$ cat config.mk
export PLATFORM = sky130hd
export DESIGN_NAME = lufpp_div
export DESIGN_NICKNAME = d
export VERILOG_FILES = /design/src/rtl/core/lufpp_pkg.sv /design/src/rtl/core/lufpp_div.sv
export SDC_FILE = /design/constraint.sdc
export NUM_CORES = 1
export LEC_CHECK = 0
export BUFFER_PORTS_ARGS = -buffer_cell sky130_fd_sc_hd__buf_2
export CAP_MARGIN = 30
export CORE_ASPECT_RATIO = 0.6
export CORE_UTILIZATION = 35
export DETAILED_ROUTE_END_ITERATION = 12
export GPL_TIMING_DRIVEN = 0
export HOLD_SLACK_MARGIN = 0.08
export SYNTH_ARGS = -nofsm -noshare
export SYNTH_HDL_FRONTEND = slang
export SYNTH_SLANG_ARGS = --single-unit
export TNS_END_PERCENT = 20
$ cat constraint.sdc
create_clock -name clk -period 8.71 [get_ports clk]
set_clock_uncertainty 0.2 [all_clocks]
set_input_delay 0.4355 -clock clk [delete_from_list [all_inputs] [get_ports clk]]
set_output_delay 0.4355 -clock clk [all_outputs]
set_load 0.005 [all_outputs]
$ cat src/rtl/core/lufpp_pkg.sv
// Package: shared types and constants for the LU factorizer
`timescale 1ns / 1ps
package lufpp_pkg;

  typedef struct packed {
    logic [2:0]         row;
    logic [2:0]         col;
    logic signed [31:0] value;
    logic               last;
  } in_item_t;

  typedef struct packed {
    logic [2:0]         row_res;
    logic [2:0]         col_res;
    logic signed [31:0] value_res;
    logic [2:0]         orig_row;
    logic               singular;
    logic               saturated;
    logic               last_res;
  } out_item_t;

  typedef enum logic [4:0] {
    ST_LOAD,
    ST_PIV_RD,
    ST_PIV_SCAN,
    ST_PIV_DONE,
    ST_SWAP_RDA,
    ST_SWAP_RDB,
    ST_SWAP_WRA,
    ST_SWAP_WRB,
    ST_ROW_START,
    ST_DIV_RD,
    ST_DIV_RUN,
    ST_DIV_WR,
    ST_UPD_RD,
    ST_UPD_MUL,
    ST_UPD_WR,
    ST_EMIT_RD,
    ST_EMIT_HOLD,
    ST_CLEAR
  } state_t;

  localparam logic signed [31:0] SAT_MAX = 32'sh7fffffff;
  localparam logic signed [31:0] SAT_MIN = 32'sh80000000;

  // Clamp a 66-bit signed value to 32 bits, report clamping.
  function automatic logic [32:0] sat32(input logic signed [65:0] v);
    logic [32:0] r;
    if (v > 66'sd2147483647) r = {1'b1, SAT_MAX};
    else if (v < -66'sd2147483648) r = {1'b1, SAT_MIN};
    else r = {1'b0, v[31:0]};
    return r;
  endfunction

endpackage

$ cat src/rtl/core/lufpp_div.sv
// Iterative signed divider: one quotient bit per cycle, truncation toward zero
`timescale 1ns / 1ps
module lufpp_div #(
  parameter int FRAC_BITS = 16
) (
  input  logic               clk,
  input  logic               rst_n,
  input  logic               start,
  input  logic signed [31:0] num,
  input  logic signed [31:0] den,
  output logic               done,
  output logic signed [31:0] quo,
  output logic               sat
);
  import lufpp_pkg::*;

  localparam int NW = 32 + FRAC_BITS;
  localparam int CW = $clog2(NW + 1);

  logic [NW-1:0] n_r, n_nxt;
  logic [NW:0]   rem_r, rem_nxt;
  logic [31:0]   d_r;
  logic          neg_r;
  logic [CW-1:0] cnt_r;
  logic          busy_r;
  logic [NW:0]   trial;
  logic signed [65:0] q_s;
  logic [32:0]   st;
  logic [31:0]   nmag;

  assign nmag = 32'(num[31] ? -33'(num) : 33'(num));

  always_comb begin
    trial   = {rem_r[NW-1:0], n_r[NW-1]};
    rem_nxt = trial;
    n_nxt   = {n_r[NW-2:0], 1'b0};
    if (trial >= {{(NW-31){1'b0}}, d_r}) begin
      rem_nxt  = trial - {{(NW-31){1'b0}}, d_r};
      n_nxt[0] = 1'b1;
    end
  end

  always_ff @(posedge clk) begin
    if (!rst_n) begin
      busy_r <= 1'b0;
      cnt_r  <= '0;
    end else if (start) begin
      busy_r <= 1'b1;
      cnt_r  <= CW'(NW);
    end else if (busy_r) begin
      cnt_r <= cnt_r - 1'b1;
      if (cnt_r == CW'(1)) busy_r <= 1'b0;
    end
  end

  always_ff @(posedge clk) begin
    if (start) begin
      n_r   <= {nmag, {FRAC_BITS{1'b0}}};
      d_r   <= den[31] ? 32'(-33'(den)) : den;
      rem_r <= '0;
      neg_r <= num[31] ^ den[31];
    end else if (busy_r) begin
      n_r   <= n_nxt;
      rem_r <= rem_nxt;
    end
  end

  assign done = busy_r && (cnt_r == CW'(1));
  always_comb begin
    q_s = neg_r ? -$signed({1'b0, 65'(n_nxt)}) : $signed({1'b0, 65'(n_nxt)});
    st  = sat32(q_s);
  end
  assign quo = st[31:0];
  assign sat = st[32];
endmodule

Yosys cells after proc, flatten, opt, wreduce, memory -nomap -nowiden. Index checks and enable logic that the tools add are counted.

Mux-type cells: 14. $add $sub $neg: 5. Order comparisons: 3. Eq/ne operators: 1. Bitwise gates (word level): 2. Reduce and logical (&&, ||, !) cells: 3.

Operators with widths (count): $mux 48 (3); $gt 66x32->1 const B (1); $lt 66x32->1 const B (1); $mux 33 (2); $mux 66 (1); $neg 48->66 (1); $neg 32->32 (2); $ge 49x32->1 (1); $sub 48x32->48 (1); $mux 32 (1); $mux 31 (1); $mux 6 (2); $eq 6x1->1 const B (1); $sub 6x1->6 const B (1); $mux 1 (4); $reduce_bool 2->1 (1); $reduce_or 2->1 (1); $logic_and 1x1->1 (1); $not 1->1 (1); $xor 1x1->1 (1).

Flip-flop bits (word level): 136. Output and inout bits: 34. Input bits: 67.

Longest topological paths before layout. Gate-level depths: netlist of run 1.

Depth after elaboration: 7. Mapped depth: 25.

Least setup slack after synthesis of run 1. Ideal clock, no wire load.

Kind: reg-to-output. Start point: reg d_r[31]. End point: out quo[21]. Buffers on the path: 6. Data arrival time: 5748 ps. Setup slack: 2327 ps. Stages on the path, launching flop included: 25. Cells stage by stage: edfxtp_1 -> inv_1 -> ha_1 -> clkbuf_1 -> nand2_1 -> nand3_1 -> nor4_4 -> nand3b_1 -> or3_1 -> buf_6 -> inv_6 -> clkbuf_1 -> buf_2 -> buf_1 -> ha_1 -> or3b_2 -> or4_1 -> or4_1 -> xnor2_1 -> o31ai_1 -> nand4b_1 -> a2111oi_1 -> a21oi_1 -> clkbuf_1 -> o21ai_1.

Cells in the longest elaborated chain, start to end: 7.

Ends and longest elaborated chain: from (decl) (RTL line lufpp_div.sv:22) `logic [31:0] d_r;`; from (signal assigned) (RTL line lufpp_div.sv:59) `d_r <= den[31] ? 32'(-33'(den)) : den;`; $ge 49x32->1 (*) (RTL line lufpp_div.sv:37) `if (trial >= {{(NW-31){1'b0}}, d_r}) begin`; $mux 1 (*) (RTL line lufpp_div.sv:37); $neg 48->66 (RTL line lufpp_div.sv:70) `q_s = neg_r ? -$signed({1'b0, 65'(n_nxt)}) : $signed({1'b0, 65'(n_nxt)});`; $mux 66 (*) (RTL line lufpp_div.sv:70); $lt 66x32->1 (RTL line lufpp_pkg.sv:50) `else if (v < -66'sd2147483648) r = {1'b1, SAT_MIN};`; $mux 33 (RTL line lufpp_pkg.sv:50); $mux 33 (*) (RTL line lufpp_pkg.sv:49) `if (v > 66'sd2147483647) r = {1'b1, SAT_MAX};`; to (decl) (RTL line lufpp_div.sv:12) `output logic signed [31:0] quo,`.

Mark *: on every way between the ends. The rest lies on a longest branch, timed or not.

Worst setup path in the final report of run 1.
Start point: reg rem_r[30]. End point: out quo[24].

Cells in the longest elaborated chain, start to end: 7.

Ends and longest elaborated chain: from (decl) (RTL line lufpp_div.sv:21) `logic [NW:0] rem_r, rem_nxt;`; from (signal assigned) (RTL line lufpp_div.sv:64) `rem_r <= rem_nxt;`; $ge 49x32->1 (*) (RTL line lufpp_div.sv:37); $mux 1 (*) (RTL line lufpp_div.sv:37); $neg 48->66 (RTL line lufpp_div.sv:70); $mux 66 (*) (RTL line lufpp_div.sv:70); $lt 66x32->1 (RTL line lufpp_pkg.sv:50); $mux 33 (RTL line lufpp_pkg.sv:50); $mux 33 (*) (RTL line lufpp_pkg.sv:49).

Marked as above.

==> results of run 1 <==
-- cell usage after synthesis (9+ instances only) --
master and instances:
a22o_1 27, nor2_1 110, ha_1 37, o21ai_0 60, nand3_1 29, a311oi_1 23, or4_1 19, a21oi_1 37
o21ai_1 29, a31oi_1 18, xnor2_1 88, nand4_1 12, o31ai_1 31, dfxtp_1 71, edfxtp_1 65, nor4_1 14
nor3_1 26, a211oi_1 20, inv_1 60, nand2_1 123, clkbuf_1 57, a21o_1 23, nand2b_1 9, o41ai_1 15
or3_1 22, xor2_1 44, mux2i_1 23
-- repair_timing --
| action | CTS | global route |
|---|---|---|
| setup endpoints to repair | 0 | 32 |
| hold buffers | 2 | 0 |
| setup buffers | 0 | 0 |
| endpoints found under the hold margin | 2 | 0 |
-- final cells by class --
cell class | instances | area, um2 | area share
timing repair buffer | 105 | 558 | 0.0479
buffer | 66 | 279 | 0.0239
clock buffer | 25 | 508 | 0.0436
sequential | 136 | 3370 | 0.289
multi-input combinational | 932 | 6210 | 0.532
clock inverter | 7 | 42.5 | 0.00365
inverter | 61 | 234 | 0.0201
tap | 367 | 459 | 0.0394
-- logic make-up after synthesis --
logic type,count (synthesis),synth area share
AO/OA/AOI/OAI,330,0.228
XOR/XNOR,132,0.114
adder cells (fa/ha/maj),38,0.0478
buffers and inverters,128,0.0512
flip-flops,136,0.334
multiplexers,26,0.0261
AND/OR/NAND/NOR,406,0.199
-- power breakdown --
| group | switching, mW | total (mW) | internal, mW |
|---|---|---|---|
| logic | 0.433 | 0.716 | 0.283 |
| registers | 0.0609 | 0.803 | 0.742 |
| clock network | 0.285 | 0.690 | 0.405 |
| total | 0.779 | 2.21 | 1.43 |
-- critical path: cells and delay by family, from the launching register on --
family	cells	cell delay (ns)
AOI/OAI and AO/OA	4	1.36
DFF	1	0.44
buffers and inverters	7	1.81
adders and majority gates	2	0.55
xor gates and xnor gates	1	0.15
and+or+nand+nor	9	2.88
-- final timing paths --
path / to / depth (start not counted) / slack [ns] / startpoint
setup reg to reg: rem_r[29] / 12 / 4.26 / rem_r[10]
hold reg to reg: rem_r[47] / 2 / 0.28 / rem_r[47]
hold / removal: d_r[31] / 2 / 0.12 / den[30]
setup / recovery: quo[24] / 23 / 0.46 / rem_r[30]
-- placed cells by master, fill, tap and decap left out, drive strengths merged, types with 6 or more instances in the layout --
master | netlist | layout
a21boi | 7 | 7
a211oi | 20 | 20
o31ai | 32 | 32
a21oi | 37 | 37
ha | 37 | 37
a31oi | 18 | 18
or4 | 20 | 20
clkbuf | 57 | 81
a21o | 23 | 23
buf | 10 | 113
and3 | 6 | 6
or3 | 22 | 22
edfxtp | 65 | 65
o41ai | 16 | 16
xnor2 | 88 | 88
a22o | 27 | 27
o21ai | 90 | 90
nor3 | 26 | 26
nor2 | 110 | 110
xor2 | 44 | 44
nor2b | 6 | 6
nand2b | 9 | 9
mux2i | 23 | 23
dfxtp | 71 | 71
inv | 61 | 62
nand2 | 124 | 124
nand4 | 12 | 12
nor4 | 17 | 17
or2 | 6 | 6
nand3 | 29 | 29
a311oi | 23 | 23
-- registers in the layout, indices dropped and copies added, names as in the netlist --
name,cells
neg_r,1
cnt_r,6
n_r,48
d_r,32
busy_r,1
rem_r,48
-- layer usage --
metal  track usage  wire [um]  share of wire
met5             0          0              0
met4        0.0416        267         0.0084
met3        0.0452       2670          0.085
met2         0.271      11900           0.38
met1         0.347      16700           0.53
-- per-stage QoR --
stage / std cells / area, um2 / utilization
after floorplan: 1196 / 10100 / -
after global placement: 1663 / 11100 / 0.396
after detailed placement: 1666 / 11100 / 0.397
after CTS: 1700 / 11700 / 0.418
after global routing: 1699 / 11700 / 0.417
final: 1699 / 11700 / 0.417
==> qor.yml, run 1 <==
port_buffers: 100
cts_made_buffers: 17
drt_iter0_markers: 1024
die-area_um2: 29600
firstDrtPassIters: 5
p_leak_nw: 4.67
area_growth_pct: 15.5
tightestPinTransition_ns: 0.896
grt_pass1_vias: 8586
timing.final.crit_share: 0.947
h-tree-depth: 4
grt_max_degree: 35
cts.path.max_buffers: 2
core.rowCount: 47
wire_per_inst_um: 18.6
arrival_ns: 7.62
cts.sinks: 136
dieWidth_um: 221
critical_path_class: "flop to output port"
core_um2: 27900
synth_nets: 1301
required_ns: 8.07
status: "finished clean"
fin_nets: 1424
finalSetupTns_ns: 0
drc_errors: 0
root_buffer: "clkbuf_16"
yosysTopAreaCell: "edfxtp_1"
synthArstFlopShare: 0
p_per_area_nw_per_um2: 189
max_freq_mhz: 121
cts_resized: 0
cp_slowest_cell: "or4_1"
rsz0062_at_grt: "false"
vias: 9699
synthFlopType: "dfxtp_1"
io_pins: 101
drv_cap: 0
cp-end-kind: "output port"
netlist_area_um2: 10100
drive_above_1_share: 0.122
fill_cells: 2803
clock_latency_ns: 0.42
die_h_um: 134
hold_slack_ns: 0.121
total_power_mw: 2.21
critPathLaunchType: "flop"
synth_area_leaders: "edfxtp_1 19%, dfxtp_1 14%, xnor2_1 7.6%"
drt-vias-per-instance: 5.71
hpwlAfterDp_um: 24600
syn_inst: 1196
synth_top_area_share: 0.193
avgSynthCellArea_um2: 8.44
synthDistinctLibCells: 71
drt.antenna.violating_nets: 0
synth-seq-cells: 136
cts.clk_slew.worst_paths_ns: 0.06
cts_tree: "yes"
hold_path_class: "input port to flop"
insertedDiodeCount: 0
ys_warn_count: 0
layout_min_cycle_time_ns: 8.25
grt.overflow.total: 0
grt.total_usage: 0.212
ir_worst_vdd_v: 0.000117
synth_edf_count: 65
start_util: 0.361
slew_headroom: 0.397
critPathMaxStageDelay_ns: 0.53
routed_wl_um: 31600
crit_chain: "ha_1 -> clkbuf_1 -> nand2_1 -> nand3_1 -> nor4_4 -> nand3b_1 -> or3_1 -> buf_6 -> inv_6 -> buf_2 -> buf_1 -> ha_1 -> or3b_2 -> or4_1 -> or4_1 -> xnor2_1 -> o31ai_1 -> nand4b_1 -> a2111oi_1 -> a21oi_1 -> clkbuf_1 -> o21ai_1 -> buf_2"
grt_pass1_wl_um: 48700
drv_slew: 0
hold_viol: 0
cp_max_fo: 18
gp_congestion: 0.941
preCtsSetupSlack_ns: 0.555
setup_viol: 0
antenna_found_initial: 0
ys_seq_area_frac: 0.334
setup_slack_ns: 0.458
Power figures use the tool's default switching activity.
==> inputs of run 2 (changes only) <==
--- a/config.mk
+++ b/config.mk
@@ -5,10 +5,12 @@
 export SDC_FILE = /design/constraint.sdc
 export NUM_CORES = 1
 export LEC_CHECK = 0
+export ABC_AREA = 1
 export BUFFER_PORTS_ARGS = -buffer_cell sky130_fd_sc_hd__buf_2
 export CAP_MARGIN = 30
 export CORE_ASPECT_RATIO = 0.6
 export CORE_UTILIZATION = 35
+export CTS_CLUSTER_SIZE = 8
 export DETAILED_ROUTE_END_ITERATION = 12
 export GPL_TIMING_DRIVEN = 0
 export HOLD_SLACK_MARGIN = 0.08
==> qor.yml, run 2 <==
core.rowCount: 49
gp_congestion: 0.987
core_um2: 30500
routed_wl_um: 39100
synth_top_area_share: 0.177
vias: 11700
area_growth_pct: 15.4
max_freq_mhz: 151
p_int_mw: 1.95
p_leak_nw: 5.90
cts_made_buffers: 17
utilization: 0.418
synthArstFlopShare: 0
power.switching_mw: 1.78
synth_area_leaders: "edfxtp_1 18%, dfxtp_1 13%, nand2_1 12%"
setup_viol: 0
synthDistinctLibCells: 55
clock_latency_ns: 0.44
fin_cells: 2199
grt_max_degree: 35
syn_inst: 1655
drt.antenna.violating_nets: 0
fin_nets: 1883
dpl_cell_area_um2: 12100
antenna_found_initial: 0
fill_cells: 3212
post-place-cells: 2165
h-tree-depth: 4
dieWidth_um: 231
synth_edf_count: 65
cts.clk_slew.worst_paths_ns: 0.07
cts_tree: "yes"
switching_share: 0.478
drt-vias-per-instance: 5.31
hpwlAfterDp_um: 31200
clkPwrFrac: 0.214
cp_slowest_cell: "edfxtp_1"
reg_top3: "n_r (48), rem_r (48), d_r (32)"
start_util: 0.362
drc_errors: 0
cp_max_fo: 10
drt_iter0_markers: 1377
ys_warn_count: 0
seqPwrFrac: 0.237
cp-end-kind: "output port"
grt.overflow.total: 0
critical_path_class: "flop to output port"
p_per_area_nw_per_um2: 292
firstDrtPassIters: 6
layout_min_cycle_time_ns: 6.63
avgSynthCellArea_um2: 6.67
crit_buf_inv: 7
grt.total_usage: 0.243
slew_headroom: 0.395
hold_path_class: "input port to flop"
status: "finished clean"
die_h_um: 140
root_buffer: "clkbuf_16"
netlist_area_um2: 11000
critPathMaxStageDelay_ns: 0.36
tightestPinTransition_ns: 0.908
synth_common_cells: "364 x nand2_1, 247 x inv_1, 210 x nor2_1"
cts.path.max_buffers: 2
cp_common_cell: "nand2_1"
total_power_mw: 3.72
critPathLaunchType: "flop"
required_ns: 8.07
arrival_ns: 6.00
final_common_cell: "nand2_1"
hold_viol: 0
synth-seq-cells: 136
grt_pass1_vias: 10300
grt_pass1_wl_um: 60000
cts.sinks: 136
ir_worst_vdd_v: 0.000145
finalSetupTns_ns: 0
drv_slew: 0
combPwrFrac: 0.548
rsz0062_at_grt: "false"
wire_per_inst_um: 17.8
io_pins: 101
drv_cap: 0
synthFlopType: "dfxtp_1"
drive_above_1_share: 0.103
port_buffers: 100
yosysTopAreaCell: "edfxtp_1"
synth_nets: 1760
synth_most_common_cell: "nand2_1"
ys_seq_area_frac: 0.306
cpLargestDelayFamily: "simple AND/OR/NAND/NOR gates"
final_cell_mix: "364 x nand2_1, 247 x inv_1, 210 x nor2_1, 104 x buf_2, 99 x o21ai_0"
fin_area_um2: 12700
insertedDiodeCount: 0
timing.final.crit_share: 0.761
die-area_um2: 32300
## run 2: area by class of cell
type	instances	area, um2	area share
buffer	48	235	0.0185
clock buffer	18	439	0.0345
clock inverter	14	194	0.0152
inverter	254	953	0.0749
multi-input combinational	1217	6480	0.509
sequential	136	3370	0.265
tap	408	510	0.0401
timing repair buffer	104	552	0.0433
## run 2: power groups by stage
stage	Combinational [mW]	Clock, mW	Sequential (mW)
6_report	2.04	0.799	0.884
5_1_grt	2.24	0.829	0.896
4_1_cts	1.98	0.805	0.881
3_5_place_dp	1.97	0	0.893
3_3_place_gp	1.96	0	0.891
2_1_floorplan	1.40	0	0.867
## run 2: stage by stage
stage                     setup WS [ns]  hold slack (ns)
after CTS                          2.26            0.101
after detailed placement           2.76            0.266
after global placement             2.74            0.260
after floorplan                    4.26            0.246
after global routing               1.77            0.113
final                              2.08            0.115
## run 2: worst paths after layout
| check | start | end | slack (ns) | cells after the start |
|---|---|---|---|---|
| setup reg to reg | n_r[47] | rem_r[44] | 4.86 | 17 |
| hold / removal | den[18] | d_r[18] | 0.12 | 2 |
| hold reg to reg | rem_r[19] | rem_r[19] | 0.28 | 2 |
| setup / recovery | d_r[16] | quo[3] | 2.08 | 31 |
## run 2: what timing repair did
action,4_1_cts,5_1_grt
hold endpoints to repair,4,0
hold buffers,2,0
gates resized for setup,0,0
buffers inserted,0,0
## run 2: layer usage
layer  vias to the layer above  GRT usage  part of all wire
li1                       5720          -                 -
met1                      5411      0.419              0.54
met2                       534      0.283              0.34
met3                        21     0.0557              0.11
met4                         0     0.0481            0.0063
met5                         -          0                 0
## run 2: cells by family after synthesis
logic type,count (synthesis),share of synthesized area
AO/OA/AOI/OAI,315,0.166
XOR/XNOR,99,0.0785
adder cells (fa/ha/maj),38,0.0437
buffers and inverters,302,0.108
flip-flops,136,0.306
AND/OR/NAND/NOR,765,0.298
## run 2: worst register-to-register path, stage by stage (launching register included)
cell and delay [ns]:
edfxtp_1 0.47, inv_1 0.08, ha_1 0.25, fa_1 0.40, inv_1 0.16, nand3_1 0.09, and2_1 0.19, o21ai_0 0.40
nand2_1 0.09, nand2_1 0.19, a21oi_1 0.14, inv_1 0.12, nand3_1 0.08, nand3_1 0.12, nand2_1 0.13, and3_1 0.17
o21ai_0 0.27, o21ai_0 0.15
==> inputs of run 3 (changes only) <==
--- a/config.mk
+++ b/config.mk
@@ -5,7 +5,7 @@
 export SDC_FILE = /design/constraint.sdc
 export NUM_CORES = 1
 export LEC_CHECK = 0
-export ABC_AREA = 1
+export ABC_AREA = 0
 export BUFFER_PORTS_ARGS = -buffer_cell sky130_fd_sc_hd__buf_2
 export CAP_MARGIN = 30
 export CORE_ASPECT_RATIO = 0.6
==> constraint.sdc (replaced) <==
create_clock -name clk -period 6.49 [get_ports clk]
set_clock_uncertainty 0.2 [all_clocks]
set_input_delay 0.3245 -clock clk [delete_from_list [all_inputs] [get_ports clk]]
set_output_delay 0.3245 -clock clk [all_outputs]
set_load 0.005 [all_outputs]
==> qor.yml, run 3 (synthesis results as in run 1) <==
status: "finished clean"
crit_buf_inv: 4
die_h_um: 134
drt_iter0_markers: 920
antenna_found_initial: 0
cp_max_fo: 18
grt_pass1_vias: 8795
reg2reg_to: "rem_r[29]"
port_buffers: 100
min_to: "d_r[1]"
insertedDiodeCount: 0
drt-vias-per-instance: 5.70
final_cell_mix: "122 x nand2_1, 110 x nor2_1, 102 x buf_2, 88 x xnor2_1, 67 x dfxtp_1"
slew_headroom: 0.359
drv_slew: 0
critPathMaxStageDelay_ns: 0.53
drive_above_1_share: 0.156
critical_path_class: "flop to output port"
hold_viol: 0
utilization: 0.441
start_util: 0.361
hold_path_class: "input port to flop"
dpl_cell_area_um2: 11100
drt.antenna.violating_nets: 0
whs_path_depth: 3
drv_cap: 0
worstHoldStart: "den[1]"
dieWidth_um: 221
fin_nets: 1456
cts_tree: "yes"
ir_worst_vdd_v: 0.000155
hpwlAfterDp_um: 24600
final_common_cell: "nand2_1"
fill_cells: 2749
cp_slowest_cell: "or4_4"
total_power_mw: 3.04
io_pins: 101
cts_made_buffers: 17
vias: 9874
core.rowCount: 47
reg2reg_from: "rem_r[10]"
grt.total_usage: 0.214
hold_slack_ns: 0.114
wire_per_inst_um: 18.7
cpLargestDelayFamily: "simple AND/OR/NAND/NOR gates"
max_freq_mhz: 157
crit_chain: "or3_4 -> or2_4 -> nor4_4 -> nand3b_1 -> or3_4 -> buf_12 -> clkinv_16 -> ha_2 -> or3b_4 -> or4_4 -> or4_4 -> xnor2_1 -> o31ai_1 -> nand4b_1 -> a2111oi_4 -> a21oi_4 -> clkbuf_16 -> o21ai_2 -> buf_2"
r2r_cells: 11
setup_viol: 0
cts.sinks: 136
required_ns: 5.97
tightestPinTransition_ns: 0.951
cts.clk_slew.worst_paths_ns: 0.06
gp_congestion: 0.941
h-tree-depth: 4
reg2reg_slack_ns: 2.08
layout_min_cycle_time_ns: 6.36
p_leak_nw: 4.90
cp-end-kind: "output port"
drc_errors: 0
fin_area_um2: 12300
reg_top3: "n_r (48), rem_r (48), d_r (32)"
area_growth_pct: 22.0
core_um2: 27900
clock_latency_ns: 0.42
timing.final.crit_share: 0.980
grt_max_degree: 37
cts.path.max_buffers: 2
grt.overflow.total: 0
root_buffer: "clkbuf_16"
routed_wl_um: 32300
grt_pass1_wl_um: 49400
p_per_area_nw_per_um2: 247
critPathLaunchType: "flop"
firstDrtPassIters: 5
arrival_ns: 5.84
die-area_um2: 29600
## run 3: cell count changes in the layout (fill, tap and decap cells not counted), sizes merged, moves of 30 or more
| cell | change |
|---|---|
| nor2 | -108 |
| a21oi | -57 |
| xnor2 | +59 |
| nand2 | -247 |
| o22ai | -53 |
| nand3 | -49 |
| dlygate4sd3 | +30 |
| inv | -193 |
## run 3: worst max path at each step
stage	start	endpoint	slack, ns	depth (start not counted)
after CTS	d_r[30]	quo[5]	0.006	22
after global placement	rem_r[30]	quo[8]	-1.64	25
after floorplan	d_r[31]	quo[21]	0.22	24
after detailed placement	d_r[31]	quo[2]	-1.55	25
after global routing	rem_r[34]	quo[7]	-0.02	19
final	rem_r[34]	quo[3]	0.13	19
## run 3: what timing repair did
item                       4_1_cts  5_1_grt
hold endpoints to repair        37        0
hold buffers                    32        0
setup buffers                    3        7
gates cloned                     0        3
pin swaps                        4       15
setup endpoints to repair       32       32
gates resized for setup         21       48
## run 3: area by class of cell
type                            count  area (um2)  area share
Inverter                           61         255      0.0207
Multi-Input combinational cell    932        6400       0.520
Timing Repair inverter              1        11.3    0.000914
Tap cell                          367         459      0.0373
Timing Repair Buffer              147         983      0.0799
Buffer                             55         275      0.0224
Clock inverter                      7        42.5     0.00345
Sequential cell                   136        3380       0.275
Clock buffer                       25         508      0.0412
## run 3: tightest hold or removal path: stages
cell and delay, ns:
buf_2 0.09, inv_1 0.05, o21ai_0 0.17
## run 3: metrics by stage
stage	setup WS (ns)	cells	setup TNS, ns
after CTS	0.00567	1727	0
final	0.127	1731	0
after detailed placement	-1.55	1666	-46.58
after floorplan	0.218	1196	0
after global placement	-1.64	1663	-49.64
after global routing	-0.0153	1731	-0.0886
## run 3: per-layer routing
| metal | part of all wire | track usage |
|---|---|---|
| met1 | 0.53 | 0.349 |
| met2 | 0.38 | 0.281 |
| met3 | 0.075 | 0.0415 |
| met4 | 0.0069 | 0.0396 |
| met5 | 0 | 0 |
## run 3: where the power goes
part	total, mW	internal, mW	switching, mW
Clock	0.924	0.543	0.381
Combinational	1.04	0.433	0.605
Sequential	1.08	0.997	0.0842
